<file path="config.mk">
export PLATFORM = sky130hd
export DESIGN_NAME = utf8_to_utf16_decoder
export DESIGN_NICKNAME = d
export VERILOG_FILES = /design/src/rtl/u8u16_pkg.sv /design/src/rtl/u8u16_outq.sv /design/src/rtl/utf8_to_utf16_decoder.sv
export SDC_FILE = /design/constraint.sdc
export NUM_CORES = 1
export LEC_CHECK = 0
export BUFFER_PORTS_ARGS = -buffer_cell sky130_fd_sc_hd__buf_2
export CAP_MARGIN = 20
export CORE_ASPECT_RATIO = 2
export CORE_MARGIN = 10
export CORE_UTILIZATION = 45
export CTS_BUF_LIST = sky130_fd_sc_hd__clkbuf_16
export DETAILED_ROUTE_END_ITERATION = 8
export MAX_ROUTING_LAYER = met4
export PLACE_DENSITY = 0.72
export SLEW_MARGIN = 10
export SYNTH_ARGS = -nofsm -noshare
export SYNTH_HDL_FRONTEND = slang
export SYNTH_SLANG_ARGS = --single-unit
</file>
<file path="constraint.sdc">
create_clock -name i_clk -period 7.6 [get_ports i_clk]
set_clock_uncertainty 0.2 [all_clocks]
set_input_delay 0.76 -clock i_clk [delete_from_list [all_inputs] [get_ports i_clk]]
set_output_delay 0.76 -clock i_clk [all_outputs]
set_load 0.005 [all_outputs]
</file>
<file path="src/rtl/u8u16_pkg.sv">
package u8u16_pkg;

    localparam int COUNT_BITS_DEF = 17;
    localparam int UNIT_W         = 16;
    localparam int UCNT_W         = 17;
    localparam int OUTQ_DEPTH     = 4;

    localparam logic [15:0] LIMIT_RST = 16'hFFFF;

    // lead byte class bounds
    localparam logic [7:0] LEAD3_MIN = 8'hE0;
    localparam logic [7:0] LEAD4_MIN = 8'hF0;

    // surrogate construction
    localparam logic [15:0] HI_BASE = 16'hD7C0;
    localparam logic [15:0] LO_BASE = 16'hDC00;
    localparam logic [9:0]  LO_MASK = 10'h3FF;

    typedef enum logic [1:0] {
        ST_DATA  = 2'd0,
        ST_END   = 2'd1,
        ST_BAD   = 2'd2,
        ST_LIMIT = 2'd3
    } t_status;

    typedef struct packed {
        logic [UNIT_W-1:0] unit;
        t_status           status;
        logic [UCNT_W-1:0] count;
        logic              last;
    } t_result;

    typedef struct packed {
        logic first;
        logic second;
    } t_push;

endpackage

</file>
<file path="src/rtl/u8u16_outq.sv">
module u8u16_outq
    import u8u16_pkg::*;
#(
    parameter int DEPTH = OUTQ_DEPTH
) (
    input  logic    i_clk,
    input  logic    i_rst_n,
    input  t_push   i_push,
    input  t_result i_data0,
    input  t_result i_data1,
    output logic    o_room2,
    output logic    o_valid,
    input  logic    i_pop,
    output t_result o_data
);

    localparam int PTR_W = $clog2(DEPTH);
    localparam int CNT_W = $clog2(DEPTH + 1);

    t_result            r_mem [DEPTH];
    logic [PTR_W-1:0]   r_wr;
    logic [PTR_W-1:0]   r_rd;
    logic [CNT_W-1:0]   r_cnt;
    logic [PTR_W-1:0]   n_wr;
    logic [PTR_W-1:0]   n_rd;
    logic [CNT_W-1:0]   n_cnt;
    logic [PTR_W-1:0]   wr_nxt;
    logic               pop_ok;

    assign o_valid = (r_cnt != '0);
    assign o_room2 = (r_cnt <= CNT_W'(DEPTH - 2));
    assign o_data  = r_mem[r_rd];
    assign pop_ok  = i_pop && o_valid;
    assign wr_nxt  = r_wr + PTR_W'(1);

    always_comb begin
        n_wr  = r_wr + PTR_W'(i_push.first) + PTR_W'(i_push.second);
        n_rd  = r_rd + PTR_W'(pop_ok);
        n_cnt = r_cnt + CNT_W'(i_push.first) + CNT_W'(i_push.second) - CNT_W'(pop_ok);
    end

    always_ff @(posedge i_clk) begin
        if (!i_rst_n) begin
            r_wr  <= '0;
            r_rd  <= '0;
            r_cnt <= '0;
        end else begin
            r_wr  <= n_wr;
            r_rd  <= n_rd;
            r_cnt <= n_cnt;
        end
    end

    always_ff @(posedge i_clk) begin
        if (i_push.first) begin
            r_mem[r_wr] <= i_data0;
        end
        if (i_push.second) begin
            r_mem[wr_nxt] <= i_data1;
        end
    end

    a_no_overflow: assert property (@(posedge i_clk) disable iff (!i_rst_n)
        r_cnt <= CNT_W'(DEPTH))
        else $error("output queue overflow");

    a_second_needs_first: assert property (@(posedge i_clk) disable iff (!i_rst_n)
        i_push.second |-> i_push.first)
        else $error("second word pushed alone");

    a_pop_moves_rd: assert property (@(posedge i_clk) disable iff (!i_rst_n)
        (pop_ok) |=> (r_rd == $past(r_rd) + PTR_W'(1)))
        else $error("read pointer did not advance on pop");

endmodule

</file>
<file path="src/rtl/utf8_to_utf16_decoder.sv">
// UTF-8 to UTF-16 decoder, one input byte per cycle while o_in_ready is high.
// Result words are held in the registered output queue until o_out_valid and i_out_ready meet.
// Throughput: one byte per cycle while o_in_ready is high; a four-byte character gives two result
//   words in order. o_in_ready depends only on the four-word output queue having two free slots.
// Reset (synchronous, active low): sequence state and unit count cleared, unit_limit back to
//   65535, output queue emptied.
module utf8_to_utf16_decoder
    import u8u16_pkg::*;
#(
    parameter int COUNT_BITS = COUNT_BITS_DEF
) (
    input  logic              i_clk,
    input  logic              i_rst_n,
    // configuration: unit_limit
    input  logic              i_cfg_we,
    input  logic [15:0]       i_cfg_data,
    // byte input
    input  logic              i_in_valid,
    output logic              o_in_ready,
    input  logic [7:0]        i_in_byte,
    // result output
    output logic              o_out_valid,
    input  logic              i_out_ready,
    output logic [UNIT_W-1:0] o_unit,
    output logic [1:0]        o_status,
    output logic [UCNT_W-1:0] o_unit_count,
    output logic              o_run_last
);

    // compare width for units_written against the 16-bit limit
    localparam int CMP_W = (COUNT_BITS > 16) ? COUNT_BITS : 16;

    // architectural state
    logic [15:0]           r_limit;
    logic [1:0]            r_exp;       // continuation bytes needed, 0 = at character start
    logic [1:0]            r_col;       // continuation bytes seen so far
    logic [7:0]            r_lead;
    logic [7:0]            r_c0;
    logic [7:0]            r_c1;
    logic [COUNT_BITS-1:0] r_units;     // saturating
    logic                  r_discard;   // dropping bytes up to the next NUL

    logic [1:0]            n_exp;
    logic [1:0]            n_col;
    logic [7:0]            n_lead;
    logic [7:0]            n_c0;
    logic [7:0]            n_c1;
    logic [COUNT_BITS-1:0] n_units;
    logic                  n_discard;

    logic                  acc;
    logic [7:0]            b;
    logic [COUNT_BITS-1:0] u1;
    logic [COUNT_BITS-1:0] u2;
    logic                  limit_hit;
    logic [1:0]            col_inc;
    logic [15:0]           v2;
    logic [15:0]           v3;
    logic [21:0]           v4;

    t_push                 push;
    t_result               res0;
    t_result               res1;
    t_result               q_out;
    logic                  room2;

    assign acc        = i_in_valid && o_in_ready;
    assign o_in_ready = room2;
    assign b          = i_in_byte;

    // two saturating increments in a row, the second only used by surrogate pairs
    assign u1 = (r_units == '1) ? r_units : r_units + COUNT_BITS'(1);
    assign u2 = (u1 == '1) ? u1 : u1 + COUNT_BITS'(1);

    assign limit_hit = (CMP_W'(r_units) >= CMP_W'(r_limit));
    assign col_inc   = r_col + 2'd1;

    // the masks overlap one bit between fields; the ORs keep that behavior
    assign v2 = 16'({r_lead[5:0], 6'd0}) | 16'(b[6:0]);
    assign v3 = {r_lead[3:0], 12'd0} | 16'({r_c0[6:0], 6'd0}) | 16'(b[6:0]);
    assign v4 = {r_lead[3:0], 18'd0} | 22'({r_c0[6:0], 12'd0})
              | 22'({r_c1[6:0], 6'd0}) | 22'(b[6:0]);

    always_comb begin
        n_exp     = r_exp;
        n_col     = r_col;
        n_lead    = r_lead;
        n_c0      = r_c0;
        n_c1      = r_c1;
        n_units   = r_units;
        n_discard = r_discard;
        push      = '0;

        res0.unit   = '0;
        res0.status = ST_DATA;
        res0.count  = UCNT_W'(r_units);
        res0.last   = 1'b1;
        res1.unit   = '0;
        res1.status = ST_DATA;
        res1.count  = UCNT_W'(u2);
        res1.last   = 1'b1;

        if (acc) begin
            if (r_discard) begin
                if (b == 8'd0) begin
                    n_discard = 1'b0;
                end
            end else if (r_exp == 2'd0) begin
                if (limit_hit || b == 8'd0) begin
                    // end of string; limit takes priority over NUL
                    push.first  = 1'b1;
                    res0.status = limit_hit ? ST_LIMIT : ST_END;
                    n_units     = '0;
                    n_discard   = limit_hit && (b != 8'd0);
                end else if (!b[7]) begin
                    push.first = 1'b1;
                    res0.unit  = {8'd0, b};
                    res0.count = UCNT_W'(u1);
                    n_units    = u1;
                end else begin
                    n_lead = b;
                    n_col  = 2'd0;
                    n_exp  = (b < LEAD3_MIN) ? 2'd1 : ((b < LEAD4_MIN) ? 2'd2 : 2'd3);
                end
            end else if (!b[7]) begin
                // bad continuation, NUL included
                push.first  = 1'b1;
                res0.status = ST_BAD;
                n_units     = '0;
                n_exp       = 2'd0;
                n_col       = 2'd0;
                n_discard   = (b != 8'd0);
            end else if (col_inc < r_exp) begin
                if (r_col == 2'd0) begin
                    n_c0 = b;
                end else begin
                    n_c1 = b;
                end
                n_col = col_inc;
            end else begin
                n_exp      = 2'd0;
                n_col      = 2'd0;
                push.first = 1'b1;
                res0.count = UCNT_W'(u1);
                n_units    = u1;
                unique case (r_exp)
                    2'd1: res0.unit = v2;
                    2'd2: res0.unit = v3;
                    default: begin
                        // surrogate pair, always written whole
                        push.second = 1'b1;
                        res0.unit   = 16'(v4[21:10]) + HI_BASE;
                        res0.last   = 1'b0;
                        res1.unit   = {6'd0, v4[9:0] & LO_MASK} + LO_BASE;
                        n_units     = u2;
                    end
                endcase
            end
        end
    end

    always_ff @(posedge i_clk) begin
        if (!i_rst_n) begin
            r_limit   <= LIMIT_RST;
            r_exp     <= 2'd0;
            r_col     <= 2'd0;
            r_units   <= '0;
            r_discard <= 1'b0;
        end else begin
            if (i_cfg_we) begin
                r_limit <= i_cfg_data;
            end
            r_exp     <= n_exp;
            r_col     <= n_col;
            r_units   <= n_units;
            r_discard <= n_discard;
        end
    end

    // sequence bytes are only read after being written
    always_ff @(posedge i_clk) begin
        r_lead <= n_lead;
        r_c0   <= n_c0;
        r_c1   <= n_c1;
    end

    u8u16_outq #(
        .DEPTH (OUTQ_DEPTH)
    ) u_outq (
        .i_clk   (i_clk),
        .i_rst_n (i_rst_n),
        .i_push  (push),
        .i_data0 (res0),
        .i_data1 (res1),
        .o_room2 (room2),
        .o_valid (o_out_valid),
        .i_pop   (i_out_ready),
        .o_data  (q_out)
    );

    assign o_unit       = q_out.unit;
    assign o_status     = q_out.status;
    assign o_unit_count = q_out.count;
    assign o_run_last   = q_out.last;

    a_pair_only_four_byte: assert property (@(posedge i_clk) disable iff (!i_rst_n)
        push.second |-> (r_exp == 2'd3 && acc))
        else $error("pair pushed outside a four-byte sequence");

    a_no_push_discard: assert property (@(posedge i_clk) disable iff (!i_rst_n)
        (acc && r_discard) |-> !push.first)
        else $error("result produced while dropping input");

    a_bad_end_drops: assert property (@(posedge i_clk) disable iff (!i_rst_n)
        (push.first && (res0.status == ST_BAD || res0.status == ST_LIMIT) && b != 8'd0)
        |=> (r_discard && r_units == '0))
        else $error("error end did not start dropping");

    a_end_is_last: assert property (@(posedge i_clk) disable iff (!i_rst_n)
        (o_out_valid && o_status != ST_DATA) |-> (o_run_last && o_unit == '0))
        else $error("end word malformed");

endmodule
</file>
==> results of run 1 <==
## registers in the layout, indices dropped and copies added, names as in the netlist
register      count
u_outq.r_mem    144
r_units          17
r_limit          16
r_c0              7
r_c1              7
r_lead            6
u_outq.r_cnt      3
r_col             2
r_exp             2
u_outq.r_rd       2
u_outq.r_wr       2
r_discard         1
## cells by family (layout without fill, tap and decap cells)
group / Yosys count / count (layout) / share of synthesized area, %
muxes: 47 / 47 / 7.84
adders and majority gates: 30 / 30 / 3.38
DFF: 209 / 209 / 48.2
and+or+nand+nor: 324 / 324 / 13.8
xor gates and xnor gates: 44 / 44 / 3.47
buffers and inverters: 120 / 157 / 4.24
AOI/OAI and AO/OA: 327 / 327 / 19.1
## synth_stat cells, types with 6 or more instances
cell and count:
o211ai_1 25, buf_2 14, or3_1 8, o21ai_0 85, a22o_1 9, edfxtp_1 148
o221ai_1 11, nand3_1 36, nor4_1 6, a21boi_0 6, mux2i_1 10, dfxtp_1 61
and2_1 10, and3_1 10, or2_2 9, xnor2_1 23, nand2_1 98, clkbuf_1 60
ha_1 27, nor2_1 74, nand4_1 12, nand2b_1 6, nor3_1 22, inv_1 33
mux4_2 36, a32o_1 20, buf_4 6, xor2_1 18, a21oi_1 44, o22ai_1 59
## worst paths after layout
| path | from | end | slack, ps | depth (start not counted) |
|---|---|---|---|---|
| worst min-delay path | r_col[1]$_SDFFE_PN0P_ | r_col[1]$_SDFFE_PN0P_ | 250 | 2 |
| worst max register to register | r_units[0]$_SDFFE_PN0P_ | u_outq.r_mem[2][15]$_DFFE_PP_ | 2210 | 14 |
| worst min register to register | r_col[1]$_SDFFE_PN0P_ | r_col[1]$_SDFFE_PN0P_ | 250 | 2 |
| worst max-delay path | r_units[0]$_SDFFE_PN0P_ | u_outq.r_mem[2][15]$_DFFE_PP_ | 2210 | 14 |
## critical path, cell delays in order (launching register included)
cell      delay [ps]
dfxtp_1          540
ha_1             510
nand4_2          250
nor3_1           360
nand3_1          310
nand2_1          170
nand2_1          150
ha_1             340
and3_1           220
a32oi_1          510
a2111o_1         450
o21ai_4          170
or4_4            550
xor2_2           250
o22ai_1          130
## layer usage
metal / vias up / wire length [um] / global-route usage (%)
met5: - / 0 / -
met4: 0 / 2380 / 14.4
met3: 143 / 2160 / 2.60
met2: 452 / 18600 / 36.9
met1: 4564 / 12500 / 22.6
li1: 4284 / - / -
## stage by stage
stage	power, mW	setup slack (ps)	util [%]	cell area, um^2
after floorplan	2.20	3510	-	11800
after global placement	2.59	2450	47.8	12300
after detailed placement	2.61	2290	47.8	12300
after global routing	3.81	1960	50.4	13000
after CTS	3.66	2280	50.4	13000
final	3.66	2210	50.4	13000
## power by group through the flow
stage	logic [mW]	registers [mW]	clock network, mW
final	1.10	1.50	1.06
after global placement	1.08	1.51	0
after floorplan	0.767	1.44	0
after CTS	1.09	1.49	1.07
after global routing	1.20	1.51	1.10
after detailed placement	1.09	1.52	0
## cell type report
class / count / area share, %
flip-flops and latches: 209 / 43.6
multi-input cells: 772 / 43.1
clock buffers: 21 / 4.05
repair buffers: 86 / 3.68
clock inverters: 15 / 1.24
well taps: 340 / 3.27
inverters: 35 / 1.01
==> out/qor.yml, run 1 <==
timing:
  setup_viol: 0
  rsz0062_at_grt: "false"
  hold_ws_ps: 252
  slew_viol_final: 0
  max_freq_mhz: 186
  period_share_pct: 70.9
  tns_ps: 0
  relSlewSlack_pct: 25.7
  max_slew.worst_pin.slew_ps: 1100
  min_period_ps: 5390
  hold_violations: 0
die:
  die-area_um2: 33400
  initial_core_util_pct: 45.6
  fp.coreArea_um2: 25800
  die_w_um: 134
  rows: 83
  die_h_um: 249
  ioPinCount: 67
synthesis:
  synthCells: 1101
  syn-num-nets: 1160
  syn_avg_cell_area_um2: 10.7
  yosysWarningCount: 0
  synth_edf_count: 148
  synth_ff_type: "edfxtp_1"
  synth_top_area_cell: "edfxtp_1"
  synth_top_area_share_pct: 37.8
  synth-seq-cells: 209
  synth_area_um2: 11800
  synthArstFlopShare_pct: 0
  synthDistinctLibCells: 86
  synth_area_leaders: "edfxtp_1 (38%), dfxtp_1 (10%), mux4_2 (6.9%), o21ai_0 (3.6%), o22ai_1 (3.1%)"
  yosysSeqAreaShare_pct: 48.2
pwr:
  clkPwrFrac_pct: 29.1
  ir_drop_v: 0.000148
  switching_share_pct: 34.0
  p_sw_mw: 1.24
  seqPwrFrac_pct: 40.9
  comb_power_share_pct: 30.0
  intPower_mw: 2.41
  leakage_nw: 4.42
  p_per_area_nw_per_um2: 281
place:
  post-place-cells: 1442
  gp_congestion: 1.01
  port_buffers: 66
  place_hpwl_um: 25400
clock_network:
  cts-htree-levels: 1
  cts_tree: "built"
  cts_resized: 0
  cts_setup_buffers: 0
  cts_made_buffers: 20
  clock_sinks: 209
  hold_buffers: 0
  cts.clk_slew.worst_paths_ps: 70
  clk_latency_ps: 520
  cts_root_buffer: "clkbuf_16"
  clockBufferDepth: 3
critical_path:
  cp-end-kind: "flip-flop"
  worstPathArrival_ps: 5430
  cp_max_fo: 13
  required_ps: 7640
  crit_type: "flip-flop to flip-flop"
  worst_setup_path_start_kind: "flip-flop"
hold_path:
  hp-class: "flip-flop to flip-flop"
cells_and_area:
  final_cell_mix: "edfxtp_1 (148), nand2_1 (98), o21ai_0 (85)"
  multi_input_area_um2: 5600
  drive_above_1_share_pct: 16.9
  mostFrequentLayoutCell: "edfxtp_1"
  regArea_um2: 5670
  area_growth_pct: 10.5
  final_cells: 1478
  nFillCells: 2409
  antenna-diode-count: 0
  final_nets: 1183
detailed_routing:
  ant_nets: 0
  remaining_drc_errors: 0
  first_iter_violations: 951
  dr.pass1.iters: 8
  wl_per_cell_um: 24.2
  via_per_inst: 6.39
  drt_wl_total_um: 35700
  vias: 9443
global_routing:
  first_global_vias: 9505
  track_usage_pct: 21.6
  grt_max_degree: 38
  globalRouteOverflowTotal: 0
  grt_pass1_wl_um: 55000
  antenna_found_initial: 0
status:
  status: "finished clean"
flow_run:
  drv_cap: 0
(Power assumes the default switching activity.)
==> run 2, diff against run 1 <==
--- a/config.mk
+++ b/config.mk
@@ -13,7 +13,7 @@
 export CTS_BUF_LIST = sky130_fd_sc_hd__clkbuf_16
 export DETAILED_ROUTE_END_ITERATION = 8
 export MAX_ROUTING_LAYER = met4
-export PLACE_DENSITY = 0.72
+export PLACE_DENSITY = 0.74
 export SLEW_MARGIN = 10
 export SYNTH_ARGS = -nofsm -noshare
 export SYNTH_HDL_FRONTEND = slang
==> constraint.sdc (replaced) <==
create_clock -name i_clk -period 4.7 [get_ports i_clk]
set_clock_uncertainty 0.2 [all_clocks]
set_input_delay 0.47 -clock i_clk [delete_from_list [all_inputs] [get_ports i_clk]]
set_output_delay 0.47 -clock i_clk [all_outputs]
set_load 0.005 [all_outputs]
==> run 2 against run 1 <==
Via count grew 5.1%. Core utilization grew 1.6 points. Cell count grew 3.7%. Sequential power grew 62%. First-iteration DRC count grew 5.2%. Hold slack lost 210 ps. Sequential share of layout area shrank 1.4 points. Register-to-register slack lost 1900 ps. Total power grew 60%. Die area is the same. Critical path depth is the same. Global-route usage grew 0.55 points.
==> out/qor.yml, run 2 (synthesis results as in run 1) <==
timing:
  finalWorstSetupSlack_ps: 264  # -1950 ps
  tns_ps: 0  # unchanged
  relSlewSlack_pct: 24.0  # -1.7 points
  rsz0062_at_grt: "false"
  hold_ws_ps: 46.1  # -206 ps
  setup_viol: 0  # unchanged
  min_period_ps: 4440  # -954 ps
  hold_violations: 0  # unchanged
  max_freq_mhz: 225  # +21%
  slew_viol_final: 0  # unchanged
  period_share_pct: 94.4  # +23 points
  max_slew.worst_pin.slew_ps: 1140  # +35.6 ps
cells_and_area:
  reg_top3: "u_outq.r_mem x144, r_units x17, r_limit x16"
  final_core_util_pct: 52.1  # +1.6 points
  final_nets: 1239  # +4.7%
  largest_register_ff_count: 144  # unchanged
  antenna-diode-count: 0  # unchanged
  drive_above_1_share_pct: 19.3  # +2.4 points
  nFillCells: 2324  # -3.5%
  max_flop_register: "u_outq.r_mem"
  final_cell_area_um2: 13400  # +3.2%
  mostFrequentLayoutCell: "edfxtp_1"
  final_cell_mix: "edfxtp_1 (148), nand2_1 (98), o21ai_0 (85)"
  area_growth_pct: 14.1
place:
  place_ws_ps: 250  # -2040 ps
  dpl_cell_area_um2: 12600  # +2.7%
  port_buffers: 66  # unchanged
  place_hpwl_um: 26600  # +5.0%
  gp_congestion: 1.03  # +1.1%
detailed_routing:
  first_iter_violations: 1000  # +5.2%
  dr.pass1.iters: 6  # -2
  ant_nets: 0  # unchanged
  drt_wl_total_um: 36900  # +3.2%
  via_per_inst: 6.47  # +1.3%
  wl_per_cell_um: 24.0  # -0.52%
  vias: 9925  # +5.1%
  remaining_drc_errors: 0  # unchanged
global_routing:
  globalRouteOverflowTotal: 0  # unchanged
  antenna_found_initial: 0  # unchanged
  first_global_vias: 9928  # +4.5%
  track_usage_pct: 22.1  # +0.55 points
  grt_max_degree: 38  # unchanged
  grt_pass1_wl_um: 56700  # +3.0%
clock_network:
  cts_root_buffer: "clkbuf_16"
  cts_tree: "built"
  cts-htree-levels: 1  # unchanged
  clock_sinks: 209  # unchanged
  cts_setup_buffers: 0  # unchanged
  cts.clk_slew.worst_paths_ps: 70  # about the same
  cts_made_buffers: 19  # -5.0%
  clockBufferDepth: 3  # unchanged
  clk_latency_ps: 520  # about the same
die:
  die_h_um: 249  # unchanged
  die_w_um: 134  # unchanged
  rows: 83  # unchanged
  initial_core_util_pct: 45.6  # unchanged
  die-area_um2: 33400  # unchanged
  ioPinCount: 67  # unchanged
  fp.coreArea_um2: 25800  # unchanged
critical_path:
  cp-end-kind: "flip-flop"
  worstPathCellList: "ha_1 -> and4_2 -> nand3_2 -> nor2_2 -> xnor2_1 -> ha_1 -> and3_1 -> a32oi_1 -> a2111o_1 -> buf_4 -> nor2_4 -> nor2_1 -> xnor2_1 -> o22ai_1"
  ff2ff_setup_slack_ps: 260  # -1950 ps
  max_stage_delay_ps: 440  # -110 ps
  worstPathArrival_ps: 4480  # -950 ps
  crit_slowest_cell: "and4_2"
  required_ps: 4740  # -2900 ps
  crit_type: "flip-flop to flip-flop"
  worst_setup_path_start_kind: "flip-flop"
  cp_max_fo: 13  # unchanged
pwr:
  p_per_area_nw_per_um2: 437  # +55%
  leakage_nw: 4.68  # +5.8%
  ir_drop_v: 0.000226  # +52%
status:
  status: "finished clean"
hold_path:
  hp-class: "input pin to flip-flop"
flow_run:
  drv_cap: 0  # unchanged
run 2: cell count changes in the layout (fill, tap and decap cells not counted), moves of 2 or more:
cell	before	now
buf_4	19	59
dlygate4sd3_1	0	16
buf_12	0	2
clkbuf_16	21	19
clkinv_1	2	4
clkinvlp_4	2	0
run 2: cell type report:
type	count	area, um^2	share of cell area, %
Clock buffer	19	475	3.55
Clock inverter	15	136	1.02
Inverter	35	131	0.980
Multi-Input combinational cell	772	5600	41.8
Sequential cell	209	5670	42.3
Tap cell	340	425	3.17
Timing Repair Buffer	143	973	7.26
run 2: power breakdown:
group | switching [mW] | internal (mW) | total (mW)
Combinational | 1.09 | 0.769 | 1.86
Clock | 0.714 | 0.861 | 1.58
Sequential | 0.210 | 2.22 | 2.43
run 2: worst paths after layout:
path,from,endpoint,depth (start not counted)
worst max-delay path,r_units[1]$_SDFFE_PN0P_,u_outq.r_mem[0][6]$_DFFE_PP_,14
worst min register to register,r_col[1]$_SDFFE_PN0P_,r_col[1]$_SDFFE_PN0P_,2
worst max register to register,r_units[1]$_SDFFE_PN0P_,u_outq.r_mem[0][6]$_DFFE_PP_,14
worst min-delay path,i_in_byte[6],r_c1[6]$_DFFE_PP_,1
run 2: per-layer routing:
metal  track usage [%]  up-vias  part of all wire (%)
met5                 -        -                     0
met4              15.6        0                   7.1
met3              2.44      178                   5.8
met2              38.3      498                    53
met1              22.7     4851                    35
li1                  -     4398                     -
run 2: through the flow:
stage          instances  power (mW)
4_1_cts             1533        5.88
3_3_place_gp        1483        4.27
6_report            1533        5.87
3_5_place_dp        1483        4.30
2_1_floorplan       1101        3.56
5_1_grt             1533        6.15
run 2: repair_timing:
action,CTS,global route
hold buffers,16,0
resized for setup,0,1
hold endpoints to repair,16,0
setup endpoints to repair,0,24
run 2: worst max-delay path: cells and delay by family (launching register included):
kind            cells  cell delay [ps]
compound gates      3              660
simple gates        6             1490
fa+ha+maj           2              670
flops               1              340
buf+inv             1              200
xor+xnor            2              610
